[src/hdl/pfb_pkg.sv]
`default_nettype none

package pfb_pkg;

    // Fixed field widths
    localparam int PERIOD_W   = 24;
    localparam int COUNT_W    = 16;
    localparam int SPEED_W    = 16;
    localparam int TIME_W     = 16;
    localparam int POS_INT_W  = 40;
    localparam int ACTION_W   = 2;
    localparam int CFG_IDX_W  = 3;
    localparam int CFG_DATA_W = 24;
    localparam int MUL_A_W    = 24;
    localparam int MUL_B_W    = 17;
    localparam int MUL_P_W    = MUL_A_W + 1 + MUL_B_W;

    // Action codes
    localparam logic [ACTION_W-1:0] ACT_TICK = 2'd0;
    localparam logic [ACTION_W-1:0] ACT_SEEK = 2'd1;
    localparam logic [ACTION_W-1:0] ACT_STEP = 2'd2;

    // Register indexes
    localparam logic [CFG_IDX_W-1:0] REG_FRAME_PERIOD = 3'd0;
    localparam logic [CFG_IDX_W-1:0] REG_FRAME_COUNT  = 3'd1;
    localparam logic [CFG_IDX_W-1:0] REG_LOOP_ENABLE  = 3'd2;
    localparam logic [CFG_IDX_W-1:0] REG_LOOP_START   = 3'd3;
    localparam logic [CFG_IDX_W-1:0] REG_LOOP_END     = 3'd4;
    localparam logic [CFG_IDX_W-1:0] REG_SPEED        = 3'd5;
    localparam logic [CFG_IDX_W-1:0] REG_PAUSED       = 3'd6;

    // Reset values
    localparam logic [PERIOD_W-1:0] PERIOD_RST = 24'd33333;
    localparam logic [COUNT_W-1:0]  COUNT_RST  = 16'd1;
    localparam logic [SPEED_W-1:0]  SPEED_RST  = 16'd256;

    // Effective configuration as seen by the datapath
    typedef struct packed {
        logic [PERIOD_W-1:0]       period;      // zero read as one
        logic [COUNT_W-1:0]        count;       // zero read as one
        logic [COUNT_W-1:0]        last_frame;  // count - 1
        logic                      loop_en;
        logic [COUNT_W-1:0]        loop_start;  // clamped to last_frame
        logic [COUNT_W-1:0]        loop_end;    // clamped to last_frame
        logic signed [SPEED_W-1:0] speed;
        logic                      paused;
    } cfg_t;

endpackage

`default_nettype wire

[src/hdl/playback_frame_timebase.sv]
`default_nettype none

// Channel   Signals                                      Direction  Moves
// -------   -------------------------------------------  ---------  ---------------------------
// in        in_valid/in_ready, action, elapsed_time,     sink       one command per transaction
//           target_frame, step_frames
// out       out_valid/out_ready, frame_index,            source     one result per transaction
//           play_position
// cfg       cfg_valid/cfg_ready, cfg_index, cfg_data     sink       one register write
//
// A tick uses the shared divider, one bit per cycle, first for the wrap modulo and then
// for the frame index; a looped tick also multiplies out the loop length first. A tick
// on an empty loop window, a paused tick and the spare action make one frame division, a
// step makes one frame division plus the seek multiply, and a seek uses only the multiply.
// One transaction is in flight at a time: in_ready is high only while the sequencer is idle,
// and it stays low until the result has been taken; the sequencer returns to idle after each result.
// Reset clears the position to zero and loads the register defaults; no clearing pass.
// cfg_ready is always high; the user must write registers only while the block is idle (not enforced).
module playback_frame_timebase #(
    parameter int FRAME_INDEX_BITS       = 16,
    parameter int POSITION_FRACTION_BITS = 8
) (
    input  wire logic                                   clk,
    input  wire logic                                   rst_n,
    // command channel
    input  wire logic                                   in_valid,
    output logic                                        in_ready,
    input  wire logic [pfb_pkg::ACTION_W-1:0]           action,
    input  wire logic [pfb_pkg::TIME_W-1:0]             elapsed_time,
    input  wire logic [pfb_pkg::COUNT_W-1:0]            target_frame,
    input  wire logic signed [pfb_pkg::COUNT_W-1:0]     step_frames,
    // result channel
    output logic                                        out_valid,
    input  wire logic                                   out_ready,
    output logic [FRAME_INDEX_BITS-1:0]                 frame_index,
    output logic [pfb_pkg::POS_INT_W-1:0]               play_position,
    // register write channel
    input  wire logic                                   cfg_valid,
    output logic                                        cfg_ready,
    input  wire logic [pfb_pkg::CFG_IDX_W-1:0]          cfg_index,
    input  wire logic [pfb_pkg::CFG_DATA_W-1:0]         cfg_data
);

    localparam int F   = POSITION_FRACTION_BITS;
    localparam int IW  = pfb_pkg::POS_INT_W;
    localparam int PW  = IW + F;              // position width
    localparam int XW  = PW + 2;              // signed wrap operand
    localparam int NW  = PW + 1;              // divider dividend width
    localparam int CW  = $clog2(NW + 1);
    localparam int MPW = pfb_pkg::MUL_P_W;
    localparam logic [CW-1:0] ITER_MOD = CW'(NW);
    localparam logic [CW-1:0] ITER_FRM = CW'(IW);

    typedef enum logic [3:0] {
        S_IDLE,
        S_MUL_SPD,    // elapsed * speed
        S_MUL_BASE,   // loop start * period, or clip length
        S_MUL_DUR,    // loop length
        S_MOD_START,
        S_MOD_WAIT,
        S_FRM_START,
        S_FRM_WAIT,
        S_SEEK_MUL,
        S_SEEK_WR,
        S_OUT
    } state_t;

    pfb_pkg::cfg_t cfg;

    state_t        state_reg, state_next;
    logic [PW-1:0] position_reg, position_next;

    // datapath registers
    logic [pfb_pkg::ACTION_W-1:0]        act_reg;
    logic [pfb_pkg::TIME_W-1:0]          elapsed_reg;
    logic signed [pfb_pkg::COUNT_W-1:0]  step_reg;
    logic [pfb_pkg::COUNT_W-1:0]         seek_frame_reg;
    logic signed [MPW-1:0]               mprod_reg;
    logic signed [XW-1:0]                sprod_reg;
    logic [IW-1:0]                       base_reg;
    logic [PW-1:0]                       start_shift_reg;
    logic [PW-1:0]                       d_reg;
    logic                                neg_reg;
    logic [FRAME_INDEX_BITS-1:0]         frame_out_reg;

    // multiplier
    logic [pfb_pkg::MUL_A_W-1:0]         mul_a;
    logic signed [pfb_pkg::MUL_B_W-1:0]  mul_b;
    logic signed [MPW-1:0]               mul_p;

    // divider
    logic          div_start;
    logic [NW-1:0] div_num;
    logic [PW-1:0] div_den;
    logic [CW-1:0] div_iters;
    logic          div_busy;
    logic          div_done;
    logic [NW-1:0] div_quo;
    logic [PW-1:0] div_rem;

    // combinational helpers
    logic signed [XW-1:0]         sp_ext;
    logic signed [XW-1:0]         sp_scaled;
    logic [PW-1:0]                loop_shift;
    logic [PW-1:0]                start_shift;
    logic signed [XW-1:0]         x_val;
    logic [NW-1:0]                x_mag;
    logic [PW-1:0]                mod_den;
    logic [PW-1:0]                wrapped;
    logic [IW-1:0]                quo_frame;
    logic signed [IW+1:0]         next_frame;
    logic [pfb_pkg::COUNT_W-1:0]  step_target;
    logic [pfb_pkg::COUNT_W-1:0]  seek_clamped;
    logic [IW-1:0]                seek_wide;
    logic                         loop_empty;

    logic in_fire;
    logic out_fire;

    assign in_fire  = in_valid && in_ready;
    assign out_fire = out_valid && out_ready;

    pfb_regs u_regs (
        .clk      (clk),
        .rst_n    (rst_n),
        .wr_en    (cfg_valid && cfg_ready),
        .wr_index (cfg_index),
        .wr_data  (cfg_data),
        .cfg      (cfg)
    );

    pfb_div #(
        .NW (NW),
        .DW (PW),
        .CW (CW)
    ) u_div (
        .clk   (clk),
        .rst_n (rst_n),
        .start (div_start),
        .num   (div_num),
        .den   (div_den),
        .iters (div_iters),
        .busy  (div_busy),
        .done  (div_done),
        .quo   (div_quo),
        .rem   (div_rem)
    );

    // Shared 24 x 17 signed multiplier; operands picked by the sequencer.
    always_comb
    begin
        mul_a = cfg.period;
        mul_b = '0;
        case (state_reg)
            S_MUL_SPD:
            begin
                mul_a = pfb_pkg::MUL_A_W'(elapsed_reg);
                mul_b = pfb_pkg::MUL_B_W'(cfg.speed);
            end
            S_MUL_BASE:
                mul_b = cfg.loop_en ? $signed({1'b0, cfg.loop_start}) : $signed({1'b0, cfg.count});
            S_MUL_DUR:
                mul_b = $signed({1'b0, cfg.loop_end - cfg.loop_start});
            S_SEEK_MUL:
                mul_b = $signed({1'b0, seek_clamped});
            default:
                mul_b = '0;
        endcase
    end

    assign mul_p = $signed({1'b0, mul_a}) * mul_b;

    // Speed product in position units: times 2^F, then floor divide by 2^8.
    assign sp_ext    = XW'(mprod_reg);
    assign sp_scaled = (sp_ext <<< F) >>> 8;

    // Wrap operand: position + increment - window start, wrapped by true modulo.
    assign loop_shift  = PW'(base_reg) << F;
    assign start_shift = cfg.loop_en ? loop_shift : '0;
    assign x_val       = $signed(XW'(position_reg)) + sprod_reg - $signed(XW'(start_shift));
    assign x_mag       = x_val[XW-1] ? NW'(-x_val) : NW'(x_val);
    assign mod_den     = PW'(mprod_reg[IW-1:0]) << F;
    assign wrapped     = (neg_reg && div_rem != '0) ? (d_reg - div_rem) : div_rem;
    assign loop_empty  = (cfg.loop_end <= cfg.loop_start);

    // Step: current frame plus signed count, floor at zero, ceiling at last frame.
    assign quo_frame  = div_quo[IW-1:0];
    assign next_frame = $signed({2'b00, quo_frame}) + (IW+2)'(step_reg);

    always_comb
    begin
        if (next_frame[IW+1])
            step_target = '0;
        else if (next_frame[IW:0] > (IW+1)'(cfg.last_frame))
            step_target = cfg.last_frame;
        else
            step_target = next_frame[pfb_pkg::COUNT_W-1:0];
    end

    // Seek clamp: end first, then start, so the start frame wins when inverted.
    always_comb
    begin
        seek_clamped = seek_frame_reg;
        if (cfg.loop_en)
        begin
            if (seek_clamped > cfg.loop_end)
                seek_clamped = cfg.loop_end;
            if (seek_clamped < cfg.loop_start)
                seek_clamped = cfg.loop_start;
        end
    end

    assign seek_wide = IW'(seek_clamped);

    // Divider requests
    always_comb
    begin
        div_start = 1'b0;
        div_num   = NW'(x_mag);
        div_den   = mod_den;
        div_iters = ITER_MOD;
        case (state_reg)
            S_MOD_START:
                div_start = 1'b1;
            S_FRM_START:
            begin
                div_start = 1'b1;
                div_num   = NW'(position_reg >> F) << (NW - IW);
                div_den   = PW'(cfg.period);
                div_iters = ITER_FRM;
            end
            default:
                div_start = 1'b0;
        endcase
    end

    // Sequencer
    always_comb
    begin
        state_next    = state_reg;
        position_next = position_reg;
        case (state_reg)
            S_IDLE:
            begin
                if (in_fire)
                begin
                    case (action)
                        pfb_pkg::ACT_TICK: state_next = cfg.paused ? S_FRM_START : S_MUL_SPD;
                        pfb_pkg::ACT_SEEK: state_next = S_SEEK_MUL;
                        pfb_pkg::ACT_STEP: state_next = S_FRM_START;
                        default:           state_next = S_FRM_START;
                    endcase
                end
            end
            S_MUL_SPD:
                state_next = S_MUL_BASE;
            S_MUL_BASE:
                state_next = cfg.loop_en ? S_MUL_DUR : S_MOD_START;
            S_MUL_DUR:
            begin
                // empty or inverted window holds at the loop start
                if (loop_empty)
                begin
                    position_next = PW'(mprod_reg[IW-1:0]) << F;
                    state_next    = S_FRM_START;
                end
                else
                    state_next = S_MOD_START;
            end
            S_MOD_START:
                state_next = S_MOD_WAIT;
            S_MOD_WAIT:
            begin
                if (div_done)
                begin
                    position_next = wrapped + start_shift_reg;
                    state_next    = S_FRM_START;
                end
            end
            S_FRM_START:
                state_next = S_FRM_WAIT;
            S_FRM_WAIT:
            begin
                if (div_done)
                    state_next = (act_reg == pfb_pkg::ACT_STEP) ? S_SEEK_MUL : S_OUT;
            end
            S_SEEK_MUL:
                state_next = S_SEEK_WR;
            S_SEEK_WR:
            begin
                position_next = PW'(mprod_reg[IW-1:0]) << F;
                state_next    = S_OUT;
            end
            S_OUT:
            begin
                if (out_fire)
                    state_next = S_IDLE;
            end
            default:
                state_next = S_IDLE;
        endcase
    end

    always_ff @(posedge clk or negedge rst_n)
    begin
        if (!rst_n)
        begin
            state_reg    <= S_IDLE;
            position_reg <= '0;
        end
        else
        begin
            state_reg    <= state_next;
            position_reg <= position_next;
        end
    end

    always_ff @(posedge clk)
    begin
        mprod_reg <= mul_p;
        case (state_reg)
            S_IDLE:
            begin
                act_reg        <= action;
                elapsed_reg    <= elapsed_time;
                step_reg       <= step_frames;
                seek_frame_reg <= target_frame;
            end
            S_MUL_BASE:
                sprod_reg <= sp_scaled;
            S_MUL_DUR:
                base_reg <= mprod_reg[IW-1:0];
            S_MOD_START:
            begin
                neg_reg         <= x_val[XW-1];
                d_reg           <= mod_den;
                start_shift_reg <= start_shift;
            end
            S_FRM_WAIT:
            begin
                if (div_done)
                begin
                    frame_out_reg  <= quo_frame[FRAME_INDEX_BITS-1:0];
                    seek_frame_reg <= step_target;
                end
            end
            S_SEEK_MUL:
                frame_out_reg <= seek_wide[FRAME_INDEX_BITS-1:0];
            default:
                ;
        endcase
    end

    assign in_ready      = (state_reg == S_IDLE);
    assign out_valid     = (state_reg == S_OUT);
    assign cfg_ready     = 1'b1;
    assign frame_index   = frame_out_reg;
    assign play_position = position_reg[PW-1:F];

    a_busy_after_accept: assert property (@(posedge clk) disable iff (!rst_n)
        in_fire |=> !in_ready)
        else $error("command accepted but sequencer still idle");

    a_done_in_wait: assert property (@(posedge clk) disable iff (!rst_n)
        div_done |-> (state_reg == S_MOD_WAIT || state_reg == S_FRM_WAIT))
        else $error("divider finished outside a wait state");

    a_start_idle_div: assert property (@(posedge clk) disable iff (!rst_n)
        div_start |-> !div_busy)
        else $error("divider restarted while running");

    a_ready_after_result: assert property (@(posedge clk) disable iff (!rst_n)
        out_fire |=> (in_ready && !out_valid))
        else $error("result taken but not back to idle");

endmodule

`default_nettype wire

[src/hdl/pfb_regs.sv]
`default_nettype none

module pfb_regs (
    input  wire logic                             clk,
    input  wire logic                             rst_n,
    input  wire logic                             wr_en,
    input  wire logic [pfb_pkg::CFG_IDX_W-1:0]    wr_index,
    input  wire logic [pfb_pkg::CFG_DATA_W-1:0]   wr_data,
    output pfb_pkg::cfg_t                         cfg
);

    logic [pfb_pkg::PERIOD_W-1:0] period_reg;
    logic [pfb_pkg::COUNT_W-1:0]  count_reg;
    logic                         loop_en_reg;
    logic [pfb_pkg::COUNT_W-1:0]  loop_start_reg;
    logic [pfb_pkg::COUNT_W-1:0]  loop_end_reg;
    logic [pfb_pkg::SPEED_W-1:0]  speed_reg;
    logic                         paused_reg;

    logic [pfb_pkg::COUNT_W-1:0]  count_eff;
    logic [pfb_pkg::COUNT_W-1:0]  last_frame;

    always_ff @(posedge clk or negedge rst_n)
    begin
        if (!rst_n)
        begin
            period_reg     <= pfb_pkg::PERIOD_RST;
            count_reg      <= pfb_pkg::COUNT_RST;
            loop_en_reg    <= 1'b0;
            loop_start_reg <= '0;
            loop_end_reg   <= '0;
            speed_reg      <= pfb_pkg::SPEED_RST;
            paused_reg     <= 1'b0;
        end
        else if (wr_en)
        begin
            case (wr_index)
                pfb_pkg::REG_FRAME_PERIOD: period_reg     <= wr_data;
                pfb_pkg::REG_FRAME_COUNT:  count_reg      <= wr_data[pfb_pkg::COUNT_W-1:0];
                pfb_pkg::REG_LOOP_ENABLE:  loop_en_reg    <= wr_data[0];
                pfb_pkg::REG_LOOP_START:   loop_start_reg <= wr_data[pfb_pkg::COUNT_W-1:0];
                pfb_pkg::REG_LOOP_END:     loop_end_reg   <= wr_data[pfb_pkg::COUNT_W-1:0];
                pfb_pkg::REG_SPEED:        speed_reg      <= wr_data[pfb_pkg::SPEED_W-1:0];
                pfb_pkg::REG_PAUSED:       paused_reg     <= wr_data[0];
                default:                   ;
            endcase
        end
    end

    assign count_eff  = (count_reg == '0) ? pfb_pkg::COUNT_W'(1) : count_reg;
    assign last_frame = count_eff - pfb_pkg::COUNT_W'(1);

    always_comb
    begin
        cfg.period     = (period_reg == '0) ? pfb_pkg::PERIOD_W'(1) : period_reg;
        cfg.count      = count_eff;
        cfg.last_frame = last_frame;
        cfg.loop_en    = loop_en_reg;
        cfg.loop_start = (loop_start_reg > last_frame) ? last_frame : loop_start_reg;
        cfg.loop_end   = (loop_end_reg > last_frame) ? last_frame : loop_end_reg;
        cfg.speed      = $signed(speed_reg);
        cfg.paused     = paused_reg;
    end

endmodule

`default_nettype wire

[src/hdl/pfb_div.sv]
`default_nettype none

// Restoring divider, one quotient bit per cycle.
// The dividend is taken from its top bit down for 'iters' steps; a short
// dividend is passed left-aligned.
module pfb_div #(
    parameter int NW = 49,
    parameter int DW = 48,
    parameter int CW = $clog2(NW + 1)
) (
    input  wire logic          clk,
    input  wire logic          rst_n,
    input  wire logic          start,
    input  wire logic [NW-1:0] num,
    input  wire logic [DW-1:0] den,
    input  wire logic [CW-1:0] iters,
    output logic               busy,
    output logic               done,
    output logic [NW-1:0]      quo,
    output logic [DW-1:0]      rem
);

    logic [NW-1:0] num_reg;
    logic [DW-1:0] rem_reg;
    logic [DW-1:0] den_reg;
    logic [CW-1:0] cnt_reg;
    logic          busy_reg;
    logic          done_reg;

    logic [DW:0]   trial;
    logic          fits;

    assign trial = {rem_reg, num_reg[NW-1]};
    assign fits  = (trial >= {1'b0, den_reg});

    always_ff @(posedge clk or negedge rst_n)
    begin
        if (!rst_n)
        begin
            busy_reg <= 1'b0;
            done_reg <= 1'b0;
            cnt_reg  <= '0;
        end
        else
        begin
            done_reg <= 1'b0;
            if (start)
            begin
                busy_reg <= 1'b1;
                cnt_reg  <= iters;
            end
            else if (busy_reg)
            begin
                cnt_reg <= cnt_reg - CW'(1);
                if (cnt_reg == CW'(1))
                begin
                    busy_reg <= 1'b0;
                    done_reg <= 1'b1;
                end
            end
        end
    end

    always_ff @(posedge clk)
    begin
        if (start)
        begin
            num_reg <= num;
            rem_reg <= '0;
            den_reg <= den;
        end
        else if (busy_reg)
        begin
            num_reg <= {num_reg[NW-2:0], fits};
            rem_reg <= fits ? DW'(trial - {1'b0, den_reg}) : trial[DW-1:0];
        end
    end

    assign busy = busy_reg;
    assign done = done_reg;
    assign quo  = num_reg;
    assign rem  = rem_reg;

    a_rem_below_den: assert property (@(posedge clk) disable iff (!rst_n)
        (busy_reg && !start && den_reg != '0) |-> (rem_reg < den_reg))
        else $error("divider remainder not below divisor");

    a_done_after_busy: assert property (@(posedge clk) disable iff (!rst_n)
        done_reg |-> ($past(busy_reg) && !busy_reg))
        else $error("divider done without a run");

    a_start_runs: assert property (@(posedge clk) disable iff (!rst_n)
        (start && iters != '0) |=> busy_reg)
        else $error("divider did not start");

endmodule

`default_nettype wire

[config.mk]
export PLATFORM = sky130hd
export DESIGN_NAME = playback_frame_timebase
export DESIGN_NICKNAME = d
export VERILOG_FILES = /design/src/hdl/pfb_pkg.sv /design/src/hdl/playback_frame_timebase.sv /design/src/hdl/pfb_regs.sv /design/src/hdl/pfb_div.sv
export SDC_FILE = /design/constraint.sdc
export NUM_CORES = 2
export LEC_CHECK = 0
export ABC_AREA = 1
export BUFFER_PORTS_ARGS = -buffer_cell sky130_fd_sc_hd__clkbuf_2
export CORE_MARGIN = 2
export CORE_UTILIZATION = 65
export CTS_BUF_LIST = sky130_fd_sc_hd__clkbuf_4
export CTS_CLUSTER_SIZE = 40
export DETAILED_ROUTE_END_ITERATION = 8
export GPL_TIMING_DRIVEN = 0
export PLACE_DENSITY = 0.82
export SLEW_MARGIN = 25
export SYNTH_ARGS = -nofsm -noshare
export SYNTH_HDL_FRONTEND = slang
export SYNTH_SLANG_ARGS = --single-unit
[constraint.sdc]
create_clock -name clk -period 17 [get_ports clk]
set_clock_uncertainty 0.15 [all_clocks]
set_input_delay 2.55 -clock clk [delete_from_list [all_inputs] [get_ports clk]]
set_output_delay 2.55 -clock clk [all_outputs]
set_load 0.02 [all_outputs]
==> results.md <==
* Syn_nets at 7534
* Critical-path top delay cell: fa_1
* Status: complete, no violations
* Layout cells sized above 1 at 0.0863
* HPWL after DPL at approximately 160000 um
* Syn_area_per_cell at roughly 8.0 um^2
* Synth area leaders: edfxtp_1 (18%), fa_1 (14%), ha_1 (11%)
* Main combinational cell family by area after synthesis: adder cells
* Post-synth EDFFs at around 330
* Post-Synth Simple-Gate Area at 0.155
* Die height at 290 um
* CTS Buf Count at 148
* Hold path cells at 0
* Clock root buffer: clkbuf_4
* Mux cell area share after synthesis at 0.00132
* Clk Latency, worst-skew pair at 1.15 ns
* Vias per cell at 6.16
* Clock sink count at 566
* Max incr delay on CP at 0.58 ns
* DR pass1 iterations at 8
* Largest net degree at the start of global routing at 75
* Seq. cell area at between 15000 and 20000 um^2
* Final count of pins violating max slew at 0
* RSZ-0062 raised after global routing: false
* Die area at 84200 um^2
* CP Launch Type: register
* Detailed-route via count at roughly 50k
* Post-Synth XOR/XNOR Area at 0.0403
* Final setup fails at 0
* Max-cap violations at 0
* Initial antenna violation count at 10
* Compound-Gate Fraction of Synth Area at 0.157
* Slew headroom at 0.200
* Iteration-0 DRC Markers at between 5k and 6k
* Footprint of the multi-input gates at 32100 um^2
* Fraction of registers with async set/reset at 0.265
* Reg-to-Reg End: mprod_reg[41]$_DFF_P_
* Critical Path Sink Type: register
* Max Fclk at 0.0627 GHz
* Top delay family on crit path: adder cells
* Vias in the first global route at 48.4k
* Adder-cell share of the synthesized area at 0.247
* Setup TNS at 0 ns
* CP required at 17.88 ns
* Number of synthesized register bits at 566
* DP Area at 55600 um^2
* Clock slew at reported path FFs at 0.07 ns
* Max FFs per register at a little under 50
* Synth-to-Final Area Change at 8.40%
* Worst Hold End: sprod_reg[40]$_DFFE_PP_
* CTS tree: yes
* Final worst-path cycle share at 0.938
* Site row count at 104
* Sequential area share after synthesis at 0.288
* Final min period at between 15 and 20 ns
* Gr usage total at 0.453
* Area of the core at roughly 81000 um^2
* Final Hold Fails at 0
* Area share of the largest cell type after synthesis at 0.184
* Top-level I/O count at roughly 140
* Max FO, Critical Path at 10
* Post-synth top area cell: edfxtp_1
* Remaining Overflow, GRT at 0
* Arrival @ worst endpoint at 16.81 ns
* Final instance area at 57700 um^2
* Buffers and inverters on the worst path at 16
* # hold bufs at CTS at 0
* Critical path class: reg -> reg
* Most used cell, CP: nand2_1
* Synthesized instance count at 6623
* Post-synthesis cell type count at 72
* H-tree lvl count at 4
* Avg WL per Cell at between 20 and 25 um
* DRC at 0
* Fill count at 6408
* Initial core utilization at 0.659
* Worst-margin pin slew at 1.20 ns
* Clock buffer depth at 3
* Synth warnings at 0
* Top FF cell, synth: edfxtp_1
* Die Width at about 290 um
* Worst r2r src: u_regs.count_reg[9]$_DFFE_PN0P_
* GPL Wtd Cong at 1.06
* WL final at 193000 um
* Nets@finish at about 8k
* Min-delay worst type: reg -> reg
* Cells on worst reg2reg path at about 80
* Routed Antenna Nets at 0
* Min-Delay Startpoint: mprod_reg[40]$_DFF_P_
* Syn Std Cell Area at 53200 um^2
* Reg2Reg Setup Slack at 1.06 ns
* Port Buf Inserts at 139
* Global-route wire length before repair at 287000 um
layout by cell type, fill, tap and decap left out, types with 64 or more instances in the layout:
master / count
inv_1: 1217
dfxtp_1: 90
clkbuf_1: 119
nand2_1: 1185
nand4_1: 64
ha_1: 457
edfxtp_1: 326
nor2_1: 415
a21oi_1: 684
fa_1: 372
nand3_1: 158
xnor2_1: 92
xor2_1: 152
clkbuf_2: 141
clkbuf_4: 215
o21ai_1: 70
dfrtp_1: 142
o21ai_0: 465
area by class of cell:
cell class | instances | share of cell area
plain buffers | 226 | 0.0207
multi-input cells | 4585 | 0.556
repair buffers | 156 | 0.0180
diodes | 8 | 0.000347
clock buffers | 212 | 0.0276
flip-flops and latches | 566 | 0.266
clock inverters | 63 | 0.00716
inverters | 1246 | 0.0811
well taps | 1060 | 0.0230
cells in the mapped netlist, types with 16 or more instances:
cell      number
a21oi_1      684
a31oi_1       32
buf_2         22
buf_4         57
clkbuf_1     125
clkinv_1      24
dfrtp_1      142
dfxtp_1       90
edfxtp_1     326
fa_1         372
ha_1         457
inv_1       1218
nand2_1     1185
nand2_2       19
nand3_1      158
nand3b_1      22
nand4_1       64
nor2_1       421
nor3_1        45
nor4_1        30
o211ai_1      21
o21a_1        25
o21ai_0      469
o21ai_1       68
o21ai_2       16
o21bai_1      16
o221ai_1      42
o22ai_1       48
or2_2         22
xnor2_1       92
xor2_1       153
repair_timing:
item / CTS / global route
hold endpoints to repair: 0 / 0
gates resized for setup: 0 / 7
setup buffers: 0 / 0
endpoints found under the setup margin: 0 / 6
worst max-delay path by stage:
stage,depth (start not counted),slack [ns],endpoint,from
2_1_floorplan,79,4.10,mprod_reg[41]$_DFF_P_,u_regs.count_reg[0]$_DFFE_PN1P_
3_3_place_gp,80,0.92,mprod_reg[41]$_DFF_P_,u_regs.count_reg[2]$_DFFE_PN0P_
3_5_place_dp,80,0.79,mprod_reg[41]$_DFF_P_,u_regs.count_reg[2]$_DFFE_PN0P_
4_1_cts,80,0.79,mprod_reg[41]$_DFF_P_,u_regs.count_reg[9]$_DFFE_PN0P_
5_1_grt,77,0.003,mprod_reg[40]$_DFF_P_,u_regs.count_reg[9]$_DFFE_PN0P_
6_report,81,1.06,mprod_reg[41]$_DFF_P_,u_regs.count_reg[9]$_DFFE_PN0P_
cell families (layout without fill, tap and decap cells):
| family | after synthesis | after routing |
|---|---|---|
| multiplexers | 7 | 7 |
| adder cells (fa/ha/maj) | 829 | 829 |
| AND/OR/NAND/NOR | 1994 | 1994 |
| XOR/XNOR | 245 | 245 |
| buffers and inverters | 1472 | 1903 |
| other | 1 | 9 |
| AO/OA/AOI/OAI | 1509 | 1509 |
| flip-flops | 566 | 566 |
routing by layer:
metal | GRT usage | wire length [um]
met5 | 0 | 44
met4 | 0.316 | 15700
met3 | 0.111 | 22900
met2 | 0.690 | 83200
met1 | 0.571 | 70800
through the flow:
step / cells / util / setup slack, ns / hold slack (ns)
4_1_cts: 8113 / 0.713 / 0.791 / 0.258
2_1_floorplan: 6623 / - / 4.10 / 0.236
6_report: 8122 / 0.714 / 1.06 / 0.257
5_1_grt: 8119 / 0.714 / 0.00258 / 0.261
3_5_place_dp: 7838 / 0.688 / 0.794 / 0.240
3_3_place_gp: 7822 / 0.684 / 0.925 / 0.239
Power is not shown: default switching activity piles up to over one toggle a cycle in this logic, so the estimate is an artifact.
